`config.mk`:
```
export PLATFORM = sky130hd
export DESIGN_NAME = priority_ready_queue_scheduler
export DESIGN_NICKNAME = d
export VERILOG_FILES = /design/src/hw/rtl/prqs_pkg.sv /design/src/hw/rtl/priority_ready_queue_scheduler.sv /design/src/hw/rtl/prqs_ffs.sv
export SDC_FILE = /design/constraint.sdc
export NUM_CORES = 2
export LEC_CHECK = 0
export ABC_AREA = 1
export BUFFER_PORTS_ARGS = -buffer_cell sky130_fd_sc_hd__buf_2
export CAP_MARGIN = 30
export CORE_UTILIZATION = 32
export CTS_BUF_LIST = sky130_fd_sc_hd__clkbuf_4 sky130_fd_sc_hd__clkbuf_8
export DETAILED_ROUTE_END_ITERATION = 8
export REMOVE_ABC_BUFFERS = 1
export SETUP_SLACK_MARGIN = 0.2
export SLEW_MARGIN = 0
export SYNTH_ARGS = -nofsm -noshare
export SYNTH_HDL_FRONTEND = slang
export SYNTH_SLANG_ARGS = --single-unit
```
`constraint.sdc`:
```
create_clock -name clk -period 3.7 [get_ports clk]
set_clock_uncertainty 0.15 [all_clocks]
set_input_delay 0 -clock clk [delete_from_list [all_inputs] [get_ports clk]]
set_output_delay 0 -clock clk [all_outputs]
set_load 0.02 [all_outputs]
```
`src/hw/rtl/prqs_pkg.sv`:
```
`timescale 1ns / 1ps
`default_nettype none

package prqs_pkg;

	localparam int PRIO_LEVELS = 32;
	localparam int MAX_TASKS   = 64;

	localparam int LVL_W  = $clog2(PRIO_LEVELS);
	localparam int TASK_W = $clog2(MAX_TASKS);

	// priority search: groups of eight levels
	localparam int GRP_W  = 3;
	localparam int GRP    = 1 << GRP_W;
	localparam int NGRP   = PRIO_LEVELS / GRP;
	localparam int NGRP_W = LVL_W - GRP_W;

	localparam int IN_DATA_W  = 24;
	localparam int OUT_DATA_W = 8;

	typedef logic [LVL_W-1:0]       lvl_t;
	typedef logic [TASK_W-1:0]      task_t;
	typedef logic [PRIO_LEVELS-1:0] bitmap_t;

	typedef enum logic [1:0] {
		CMD_READY   = 2'd0,
		CMD_UNREADY = 2'd1,
		CMD_SCHED_P = 2'd2,
		CMD_SCHED_N = 2'd3
	} cmd_t;

	localparam logic [1:0] STAT_OK      = 2'd0;
	localparam logic [1:0] STAT_EMPTY   = 2'd1;
	localparam logic [1:0] STAT_REFUSED = 2'd2;

endpackage

`default_nettype wire

```
`src/hw/rtl/priority_ready_queue_scheduler.sv`:
```
`timescale 1ns / 1ps
`default_nettype none

// Channel   Dir  Handshake                       Payload
// s_axis    in   s_axis_tvalid / s_axis_tready   tuser: cmd; tdata: request fields
// m_axis    out  m_axis_tvalid / m_axis_tready   tuser: status; tdata: next_task, switch_req
//
// One command at a time: after an accept the command steps through its states and
// the result register loads in S_FIN on the same edge that returns the block to
// idle, where the input is ready again. The steps are set by the single-ported link,
// level and head/tail memories, each with a registered read.
// Reset clears the level bitmap and the per-task queued bits; memories need no clearing.
// A finished result waits in the output register while the next command is taken.

module priority_ready_queue_scheduler (
	input  wire logic                            clk,
	input  wire logic                            arst_n,
	input  wire logic                            s_axis_tvalid,
	output logic                                 s_axis_tready,
	// [5:0] task_req, [10:6] prio, [16:11] cur_task, [21:17] cur_prio,
	// [22] in_isr, [23] sched_locked
	input  wire logic [prqs_pkg::IN_DATA_W-1:0]  s_axis_tdata,
	// [1:0] cmd
	input  wire logic [1:0]                      s_axis_tuser,
	output logic                                 m_axis_tvalid,
	input  wire logic                            m_axis_tready,
	// [5:0] next_task, [6] switch_req, [7] zero
	output logic [prqs_pkg::OUT_DATA_W-1:0]      m_axis_tdata,
	// [1:0] status
	output logic [1:0]                           m_axis_tuser
);
	import prqs_pkg::*;

	typedef enum logic [2:0] {
		S_IDLE,
		S_DEC,
		S_R2,
		S_U2,
		S_U3,
		S_S2,
		S_S3,
		S_FIN
	} state_t;

	state_t state_q;

	cmd_t  cmd_q;
	task_t task_q, cur_q;
	lvl_t  prio_q, cprio_q;
	logic  isr_q, lock_q;

	bitmap_t              ready_q;
	logic [MAX_TASKS-1:0] queued_q;

	lvl_t  best, best_q, lv_q;
	task_t n_q, p_q, h_q, t_q;
	task_t res_next_q;
	logic [1:0] res_stat_q;

	logic       m_valid_q, m_sw_q;
	task_t      m_next_q;
	logic [1:0] m_stat_q;

	// memories
	task_t nxt_mem [MAX_TASKS];
	task_t prv_mem [MAX_TASKS];
	lvl_t  lvl_mem [MAX_TASKS];
	task_t head_mem [PRIO_LEVELS];
	task_t tail_mem [PRIO_LEVELS];

	task_t nxt_rd, prv_rd, head_rd, tail_rd;
	lvl_t  lvl_rd;

	logic  nxt_we, prv_we, lvl_we, head_we, tail_we;
	task_t nxt_a, prv_a, lvl_a;
	lvl_t  head_a, tail_a;
	task_t nxt_wd, prv_wd, head_wd, tail_wd;
	lvl_t  lvl_wd;

	logic task_ok, prio_ok, refuse, is_head, is_tail;

	prqs_ffs u_ffs (
		.clk    (clk),
		.arst_n (arst_n),
		.bits   (ready_q),
		.best   (best)
	);

	assign task_ok = int'(task_q) < MAX_TASKS;
	assign prio_ok = int'(prio_q) < PRIO_LEVELS;
	assign refuse  = isr_q || lock_q;
	assign is_head = head_rd == task_q;
	assign is_tail = tail_rd == task_q;

	always_comb begin
		nxt_we = 1'b0; prv_we = 1'b0; lvl_we = 1'b0; head_we = 1'b0; tail_we = 1'b0;
		nxt_a = task_q; prv_a = task_q; lvl_a = task_q;
		head_a = best_q; tail_a = best_q;
		nxt_wd = task_q; prv_wd = task_q; lvl_wd = prio_q;
		head_wd = task_q; tail_wd = task_q;
		case (state_q)
			S_DEC: begin
				if (cmd_q == CMD_READY) begin
					tail_a = prio_q;
				end else begin
					head_a = best;
					tail_a = best;
				end
			end
			S_R2: begin
				tail_a  = prio_q;
				tail_we = 1'b1;
				lvl_we  = 1'b1;
				if (ready_q[prio_q]) begin
					nxt_a  = tail_rd;
					nxt_we = 1'b1;
					prv_wd = tail_rd;
					prv_we = 1'b1;
				end else begin
					head_a  = prio_q;
					head_we = 1'b1;
				end
			end
			S_U2: begin
				head_a = lvl_rd;
				tail_a = lvl_rd;
			end
			S_U3: begin
				head_a = lv_q;
				tail_a = lv_q;
				if (is_head && !is_tail) begin
					head_wd = n_q;
					head_we = 1'b1;
				end else if (is_tail && !is_head) begin
					tail_wd = p_q;
					tail_we = 1'b1;
				end else if (!is_head && !is_tail) begin
					nxt_a  = p_q;
					nxt_wd = n_q;
					nxt_we = 1'b1;
					prv_a  = n_q;
					prv_wd = p_q;
					prv_we = 1'b1;
				end
			end
			S_S2: begin
				nxt_a = head_rd;
			end
			S_S3: begin
				head_wd = nxt_rd;
				head_we = 1'b1;
				tail_wd = h_q;
				tail_we = 1'b1;
				nxt_a   = t_q;
				nxt_wd  = h_q;
				nxt_we  = 1'b1;
				prv_a   = h_q;
				prv_wd  = t_q;
				prv_we  = 1'b1;
			end
			default: begin
			end
		endcase
	end

	always_ff @(posedge clk) begin
		if (nxt_we) begin
			nxt_mem[nxt_a] <= nxt_wd;
		end
		nxt_rd <= nxt_mem[nxt_a];
		if (prv_we) begin
			prv_mem[prv_a] <= prv_wd;
		end
		prv_rd <= prv_mem[prv_a];
		if (lvl_we) begin
			lvl_mem[lvl_a] <= lvl_wd;
		end
		lvl_rd <= lvl_mem[lvl_a];
		if (head_we) begin
			head_mem[head_a] <= head_wd;
		end
		head_rd <= head_mem[head_a];
		if (tail_we) begin
			tail_mem[tail_a] <= tail_wd;
		end
		tail_rd <= tail_mem[tail_a];
	end

	// payload registers
	always_ff @(posedge clk) begin
		if (s_axis_tready && s_axis_tvalid) begin
			cmd_q   <= cmd_t'(s_axis_tuser);
			task_q  <= s_axis_tdata[5:0];
			prio_q  <= s_axis_tdata[10:6];
			cur_q   <= s_axis_tdata[16:11];
			cprio_q <= s_axis_tdata[21:17];
			isr_q   <= s_axis_tdata[22];
			lock_q  <= s_axis_tdata[23];
		end
		if (state_q == S_DEC) begin
			best_q <= best;
		end
		if (state_q == S_U2) begin
			lv_q <= lvl_rd;
			n_q  <= nxt_rd;
			p_q  <= prv_rd;
		end
		if (state_q == S_S2) begin
			h_q <= head_rd;
			t_q <= tail_rd;
		end
	end

	always_ff @(posedge clk or negedge arst_n) begin
		if (!arst_n) begin
			state_q    <= S_IDLE;
			ready_q    <= '0;
			queued_q   <= '0;
			res_next_q <= '0;
			res_stat_q <= STAT_OK;
			m_valid_q  <= 1'b0;
			m_next_q   <= '0;
			m_sw_q     <= 1'b0;
			m_stat_q   <= STAT_OK;
		end else begin
			// in S_FIN the load below decides the output register
			if (m_valid_q && m_axis_tready && state_q != S_FIN) begin
				m_valid_q <= 1'b0;
			end
			case (state_q)
				S_IDLE: begin
					if (s_axis_tvalid) begin
						state_q <= S_DEC;
					end
				end
				S_DEC: begin
					res_next_q <= cur_q;
					res_stat_q <= STAT_OK;
					state_q    <= S_FIN;
					case (cmd_q)
						CMD_READY: begin
							if (task_ok && prio_ok && !queued_q[task_q]) begin
								state_q <= S_R2;
							end
						end
						CMD_UNREADY: begin
							if (task_ok && queued_q[task_q]) begin
								state_q <= S_U2;
							end
						end
						default: begin
							if (refuse) begin
								res_stat_q <= STAT_REFUSED;
							end else if (ready_q == '0) begin
								res_stat_q <= STAT_EMPTY;
							end else if (cmd_q == CMD_SCHED_N || best != cprio_q) begin
								state_q <= S_S2;
							end
						end
					endcase
				end
				S_R2: begin
					ready_q[prio_q]  <= 1'b1;
					queued_q[task_q] <= 1'b1;
					state_q          <= S_FIN;
				end
				S_U2: begin
					state_q <= S_U3;
				end
				S_U3: begin
					if (is_head && is_tail) begin
						ready_q[lv_q] <= 1'b0;
					end
					queued_q[task_q] <= 1'b0;
					state_q          <= S_FIN;
				end
				S_S2: begin
					res_next_q <= head_rd;
					// single task in the level: nothing to rotate
					state_q    <= (head_rd == tail_rd) ? S_FIN : S_S3;
				end
				S_S3: begin
					state_q <= S_FIN;
				end
				S_FIN: begin
					if (!m_valid_q || m_axis_tready) begin
						m_valid_q <= 1'b1;
						m_next_q  <= res_next_q;
						m_sw_q    <= res_next_q != cur_q;
						m_stat_q  <= res_stat_q;
						state_q   <= S_IDLE;
					end
				end
				default: begin
					state_q <= S_IDLE;
				end
			endcase
		end
	end

	assign s_axis_tready = state_q == S_IDLE;
	assign m_axis_tvalid = m_valid_q;
	assign m_axis_tdata  = {1'b0, m_sw_q, m_next_q};
	assign m_axis_tuser  = m_stat_q;

	a_rotate_needs_two: assert property (@(posedge clk) disable iff (!arst_n)
		state_q == S_S3 |-> h_q != t_q)
		else $error("rotation entered with a single-task level");

	a_ready_sets_queued: assert property (@(posedge clk) disable iff (!arst_n)
		state_q == S_R2 |=> queued_q[$past(task_q)] && ready_q[$past(prio_q)])
		else $error("ready command did not mark task and level");

	a_no_switch_on_fail: assert property (@(posedge clk) disable iff (!arst_n)
		m_valid_q && m_stat_q != STAT_OK |-> !m_sw_q)
		else $error("switch requested on a failed schedule");

endmodule

`default_nettype wire

```
`src/hw/rtl/prqs_ffs.sv`:
```
`timescale 1ns / 1ps
`default_nettype none

module prqs_ffs (
	input  wire logic             clk,
	input  wire logic             arst_n,
	input  wire prqs_pkg::bitmap_t bits,
	output prqs_pkg::lvl_t        best
);
	import prqs_pkg::*;

	logic [NGRP-1:0]   grp_nz;
	logic [NGRP_W-1:0] gsel;
	logic [GRP-1:0]    slice;
	logic [GRP_W-1:0]  bsel;
	lvl_t              best_q;

	always_comb begin
		for (int g = 0; g < NGRP; g++) begin
			grp_nz[g] = |bits[g*GRP +: GRP];
		end
		gsel = '0;
		for (int g = NGRP - 1; g >= 0; g--) begin
			if (grp_nz[g]) begin
				gsel = NGRP_W'(g);
			end
		end
		slice = bits[gsel*GRP +: GRP];
		bsel = '0;
		for (int b = GRP - 1; b >= 0; b--) begin
			if (slice[b]) begin
				bsel = GRP_W'(b);
			end
		end
	end

	always_ff @(posedge clk or negedge arst_n) begin
		if (!arst_n) begin
			best_q <= '0;
		end else begin
			best_q <= {gsel, bsel};
		end
	end

	assign best = best_q;

endmodule

`default_nettype wire
```
**After elaboration in Yosys (flattened, before gate mapping)**

Memory sizes are Yosys's and may differ from the RTL's. A register that Yosys moved wholly into a read port is not among the register bits.
Index checks and enable logic that the tools add are counted.
W data, S select, Z words.

- Register bits: 182
- Bits in writable memories: 1472
- Output and inout port bits: 12
- Word-level logic and storage cells: 172
- Memories: 5

Memories:

| name | words | width | rd ports | clocked after memory_dff | wr ports | line | source |
|---|---|---|---|---|---|---|---|
| nxt_mem | 64 | 6 | 1 | 1 | 1 | priority_ready_queue_scheduler.sv:65 | `task_t nxt_mem [MAX_TASKS];` |
| prv_mem | 64 | 6 | 1 | 1 | 1 | priority_ready_queue_scheduler.sv:66 | `task_t prv_mem [MAX_TASKS];` |
| lvl_mem | 64 | 5 | 1 | 1 | 1 | priority_ready_queue_scheduler.sv:67 | `lvl_t lvl_mem [MAX_TASKS];` |
| head_mem | 32 | 6 | 1 | 1 | 1 | priority_ready_queue_scheduler.sv:68 | `task_t head_mem [PRIO_LEVELS];` |
| tail_mem | 32 | 6 | 1 | 1 | 1 | priority_ready_queue_scheduler.sv:69 | `task_t tail_mem [PRIO_LEVELS];` |

- Order comparisons: 6
- Equal/unequal tests: 18
- Shift-type cells: 1
- Muxes and demuxes: 82
- Bitwise operators: 6
- Reductions and logical operators: 31

Operators with widths:

| kind | count |
|---|---|
| $pmux W64 S2 | 1 |
| $and A64 B64 Y64 | 1 |
| $not A64 Y64 | 1 |
| $or A64 B64 Y64 | 1 |
| $pmux W32 S2 | 1 |
| $mux W6 | 10 |
| $pmux W6 S2 | 4 |
| $pmux W5 S4 | 2 |
| $mux W3 | 12 |
| $and A32 B32 Y32 | 1 |
| $logic_not A32 Y1 | 1 |
| $mux W32 | 1 |
| $not A32 Y32 | 1 |
| $or A32 B32 Y32 | 1 |
| $reduce_or A8 Y1 | 4 |
| $shiftx A32 B6 Y8 | 1 |
| $mux W1 | 27 |
| $pmux W6 S4 | 1 |
| $eq A6 B6 Y1 | 3 |
| $mux W2 | 9 |
| $pmux W3 S6 | 1 |
| $pmux W6 S3 | 1 |
| $mux W5 | 3 |
| $eq A3 B3 Y1 const B | 4 |
| other kinds (28) | 52 |

**Logic depth before layout (Yosys ltp)**

- Depth after elaboration: 14
- Gate-level depth with buffers: 27
- Gate-level depth less buffers: 25

**Hierarchy**

A second synthesis with hierarchy kept.

- Cells, all modules: 6017
- Area, all modules: 69270.2 um^2

Modules (own cells, without submodules):

| module | instances | cells an instance | area an instance (um^2) | sequential area each (um^2) |
|---|---|---|---|---|
| priority_ready_queue_scheduler | 1 | 5896 | 68599.5 | 49512.5 |
| prqs_ffs | 1 | 121 | 670.6 | 125.1 |

**Least setup slack after synthesis**

No wires, ideal clock.

- Path kind: reg-to-reg
- From: reg prio_q[0], in the netlist lvl_wd[0]
- To: mem prv_mem[0][1] (netlist bit) (data pin)
- Arrival time: 3.252 ns
- Slack: -0.373 ns
- Stages on the path, launching flop included: 15
- Path buffers: 1
- Clock period less this slack: 4.073 ns
- Cell sequence: edfxtp_1 > inv_2 > buf_6 > nand2_1 > nand2_1 > nand2_1 > nand2_1 > nand2_1 > nand2_1 > nor2_1 > nand2_2 > nand2_2 > inv_2 > nand2_1 > nand4_1

- Cells in the longest elaborated chain, start to end: 4

RTL lines:

| element | line | source |
|---|---|---|
| start, declared | priority_ready_queue_scheduler.sv:49 | `lvl_t prio_q, cprio_q;` |
| start signal, assigned | priority_ready_queue_scheduler.sv:194 | `prio_q <= s_axis_tdata[10:6];` |
| $bmux W1 S5 | priority_ready_queue_scheduler.sv:114 | `if (ready_q[prio_q]) begin` |
| $mux W1 (not written as such) | priority_ready_queue_scheduler.sv:114 |  |
| $mux W6 | priority_ready_queue_scheduler.sv:114 |  |
| $pmux W6 S3 | priority_ready_queue_scheduler.sv:101 | `case (state_q)` |
| via prv_wd[1] | priority_ready_queue_scheduler.sv:77 | `task_t nxt_wd, prv_wd, head_wd, tail_wd;` |
| end, declared | priority_ready_queue_scheduler.sv:66 |  |

The timed path passes the listed nets, and every way through them passes these cells. The select of a mux whose other input is x is not followed.

**Worst setup path after layout**

- From: reg task_q[4], in the netlist lvl_a[4]
- To: mem tail_mem[1][1] (netlist bit) (enable)

- Cells in the longest elaborated chain, start to end: 8
- Elaborated cells on any way between the ends: 11

RTL lines:

| element | line | source |
|---|---|---|
| start, declared | priority_ready_queue_scheduler.sv:48 | `task_t task_q, cur_q;` |
| start signal, assigned | priority_ready_queue_scheduler.sv:193 | `task_q <= s_axis_tdata[5:0];` |
| $eq A6 B6 Y1 | priority_ready_queue_scheduler.sv:92 | `assign is_head = head_rd == task_q;` |
| $logic_not A1 Y1 | priority_ready_queue_scheduler.sv:134 | `end else if (is_tail && !is_head) begin` |
| $logic_and A1 B1 Y1 | priority_ready_queue_scheduler.sv:134 |  |
| $mux W1 | priority_ready_queue_scheduler.sv:134 |  |
| $mux W1 * | priority_ready_queue_scheduler.sv:131 | `if (is_head && !is_tail) begin` |
| $pmux W1 S2 * | priority_ready_queue_scheduler.sv:101 |  |
| $mux W1 * | priority_ready_queue_scheduler.sv:183 | `if (tail_we) begin` |
| $mux W1 (not written as such) * | priority_ready_queue_scheduler.sv:184 | `tail_mem[tail_a] <= tail_wd;` |
| end, declared | priority_ready_queue_scheduler.sv:69 |  |

Every way passes the cells marked *; elsewhere a longest branch is shown, timed or not.

==> flow_summary_export.csv <==
group,metric,value,unit
outcome,outcome,"finished clean",
critical_path,r2r_start,"lvl_a[4]",
route,drt_iter0_markers,5058,
timing,setup_viol,0,
layout,nFillCells,20398,
layout,final_common_cell,"nand2_1",
critical_path,regToRegEndpoint,"tail_mem[1][1]",
floorplanning,die_h,467,microns
cts,cts_inserted_buffers,299,
placed_design,placed_area,76900,sq um
yosys,syn_area,69200,sq um
worst_hold_path,min_path_cells,3,
route,post_drt_via_cell_ratio,5.04,
power,power_leakage,0.0323,uW
placed_design,portBuffers,40,
timing,maxSlewViolCount,0,
route,dr_wl_met2,95600,microns
power,clockPowerShare,21.7,%
critical_path,worst_path_max_delay_cell,"edfxtp_1",
yosys,synth-main-ff-cell,"edfxtp_1",
route,routedWlPerCell,20.5,microns
global_route,grt_pass1_wl,297000,microns
layout,mostFrequentLayoutCells,"nand2_1 (1983), edfxtp_1 (1532), buf_4 (554)",
floorplanning,start_util,32.2,%
cts,clock_latency,1.05,ns
layout,stdcell_area,84900,sq um
worst_hold_path,hold_end,"isr_q",
critical_path,reg2reg_setup_slack,0.26,ns
critical_path,cp.required,4.24,ns
yosys,yosysSeqAreaShare,71.7,%
job,max-cap-violations,0,
yosys,ys_warn_count,0,
layout,drive_above_1_share,19.8,%
placed_design,post-place-ws,-0.249,ns
cts,cts.htree.levels,5,
timing,layout_min_cycle_time,3.44,ns
floorplanning,core_area,215000,sq um
yosys,ys_ff_latch,1683,
cts,cts-root-buf,"clkbuf_8",
route,final_antenna_net_count,0,
power,combPwrFrac,44.2,%
floorplanning,rows,170,
global_route,antenna_found_initial,6,
layout,nNetsFinal,6853,
route,dr.pass1.iters,6,
route,drt_wl_total,202000,microns
timing,layout_setup_ws,0.260,ns
floorplanning,die_w,467,microns
route,vias,49735,
timing,max_clock_freq,0.291,GHz
power,powerDensity,892,nW/um^2
power,ir_worst_vdd,0.736,mV
power,power.switching,31000,uW
power,seq_power_share,34.1,%
critical_path,path_max_fanout,6,
yosys,synthCells,6038,
route,drc,0,
timing,rsz0062_at_grt,"true",
global_route,track_usage,17.8,%
worst_hold_path,hold_path.class,"in -> reg",
timing,relSlewSlack,33.1,%
cts,clock-sinks,1683,
placed_design,post-dp-hpwl,124000,microns
critical_path,endpoint_kind,"flip-flop",
yosys,synth_edf_count,1532,
cts,cts_tree,"yes",
global_route,grt_pass1_vias,48442,
timing,finalHoldViolCount,0,
timing,tightest_slew,0.996,ns
global_route,overflow,0,
route,wl_met3,14200,microns
critical_path,cpPeakStageDelay,0.46,ns
critical_path,critPathKind,"reg -> reg",
power,netSwitchingFraction,40.9,%
critical_path,start_kind,"flip-flop",
cts,clk_pin_slew_worst_paths,0.06,ns
timing,finalCritPeriodShare,93.0,%
route,top_layer_used,"met4",
critical_path,r2r_cells,14,
cts,clock_path_buffers,4,
global_route,grt_max_degree,86,
yosys,ys_types,55,
yosys,syn_area_per_cell,11.5,sq um
route,wl_met1,85500,microns
layout,syn2layout_area_growth,22.6,%
yosys,async_flop_share,7.25,%
floorplanning,ios,42,
critical_path,crit_chain,"buf_4 > nand2_1 > nand2_1 > nor2_1 > nand3_2 > a31oi_1 > inv_2 > nor2_1 > inv_1 > nand2_1 > nand3_1 > buf_4 > nor2_1 > buf_4",
floorplanning,dieArea,218000,sq um
worst_hold_path,hold_start,"s_axis_tdata[22]",
placed_design,place_congestion,0.936,
power,p_int,44800,uW
power,fin_total_pwr,75700,uW
critical_path,worst_ep_arrival_time,3.98,ns
## flip-flops by register name, summed over array words and instances (netlist names), 6 cells and up, named ones only
register,cells
n_q,6
lvl_mem,320
prv_mem,384
tail_mem,192
h_q,6
head_mem,192
t_q,6
lvl_a,6
tail_rd,6
head_rd,6
prv_rd,6
nxt_rd,6
ready_q,32
p_q,6
cur_q,6
m_next_q,6
nxt_mem,384
res_next_q,6
## critical path, delay by kind of cell, from the launching register on
kind | cells | cell delay (ns)
AO/OA/AOI/OAI | 1 | 0.44
buffers and inverters | 5 | 0.76
flip-flops | 1 | 0.46
AND/OR/NAND/NOR | 8 | 1.31
## cell usage after synthesis (3+ instances only)
| library cell | n | area share (%) |
|---|---|---|
| xor2_1 | 9 | 0.11 |
| clkbuf_1 | 147 | 0.80 |
| clkinv_1 | 10 | 0.054 |
| o2bb2ai_1 | 13 | 0.16 |
| o31ai_1 | 4 | 0.043 |
| a221oi_1 | 41 | 0.52 |
| buf_4 | 28 | 0.30 |
| o211ai_1 | 11 | 0.12 |
| nand3_2 | 5 | 0.072 |
| nand2_1 | 2033 | 11 |
| a21oi_1 | 89 | 0.64 |
| o21ai_1 | 18 | 0.13 |
| or2_2 | 8 | 0.072 |
| or2_1 | 15 | 0.14 |
| buf_2 | 81 | 0.59 |
| nand2_2 | 7 | 0.063 |
| dfxtp_1 | 29 | 0.84 |
| o21a_1 | 4 | 0.043 |
| xnor2_1 | 7 | 0.089 |
| nor4_1 | 8 | 0.072 |
| a31oi_1 | 83 | 0.75 |
| a22o_1 | 45 | 0.57 |
| nand3_1 | 495 | 3.6 |
| buf_1 | 35 | 0.19 |
| a22oi_1 | 122 | 1.3 |
| inv_1 | 197 | 1.1 |
| o221ai_1 | 3 | 0.038 |
| o21ai_0 | 188 | 1.4 |
| nor3_1 | 69 | 0.50 |
| o41ai_1 | 4 | 0.051 |
| inv_2 | 25 | 0.14 |
| nand4_1 | 137 | 1.2 |
| nor2_1 | 389 | 2.1 |
| edfxtp_1 | 1532 | 66 |
| dfrtp_1 | 122 | 4.4 |
## area by class of cell
type	instances	area [sq um]	area share [%]
Clock buffer	414	5070	5.98
Tap cell	2838	3550	4.18
Antenna cell	2	5.00	0.00590
Sequential cell	1683	49600	58.5
Multi-Input combinational cell	3831	18100	21.3
Clock inverter	90	489	0.576
Inverter	232	906	1.07
Timing Repair Buffer	776	7130	8.40
## per-layer routing
metal  GRT usage (%)  up-vias
met1            23.7    24533
met2            28.7     1890
li1                -    22930
met5               0        -
met4            6.92        0
met3            3.23      382
## worst max-delay path by stage
stage,startpoint,endpoint,depth (start not counted)
finish,lvl_a[4],tail_mem[1][1],14
global route,lvl_wd[0],nxt_rd[4],29
CTS,lvl_a[4],prv_rd[3],19
detailed placement,lvl_a[4],prv_rd[3],20
global placement,lvl_a[0],prv_rd[3],19
floorplan,lvl_wd[0],nxt_mem[12][0],16
## metrics by stage
step	setup TNS [ns]	hold WS, ns	utilization [%]	cells
CTS	0	0.0209	38.8	9806
global route	0	0.122	39.5	9866
global placement	-13.82	0.00694	35.8	9212
floorplan	-4052.90	-0.446	-	5746
detailed placement	-15.89	0.0228	35.8	9213
finish	0	0.133	39.5	9866
## power by group through the flow
stage	clock network [uW]	registers [uW]	logic, uW
floorplan	0	26000	15900
global placement	0	26100	29400
detailed placement	0	26100	29600
CTS	16800	25800	30200
global route	17600	25900	36200
finish	16400	25800	33500
## logic make-up (layout without fill, tap and decap cells)
group	after synthesis	after routing	synth area share (%)
and+or+nand+nor	3174	3174	19.0
DFF	1683	1683	71.7
AOI/OAI and AO/OA	640	640	5.97
buffers and inverters	524	1512	3.15
xor gates and xnor gates	16	16	0.202
other	1	3	0.00542
## what timing repair did
item / CTS / global route
cloned: 2 / 25
resized for setup: 42 / 214
setup buffers: 18 / 33
setup endpoints to repair: 835 / 1045
pin swaps: 7 / 44
endpoints found under the hold margin: 187 / 0
hold buffers: 69 / 0
No activity file was read; power rests on OpenSTA's default activity.
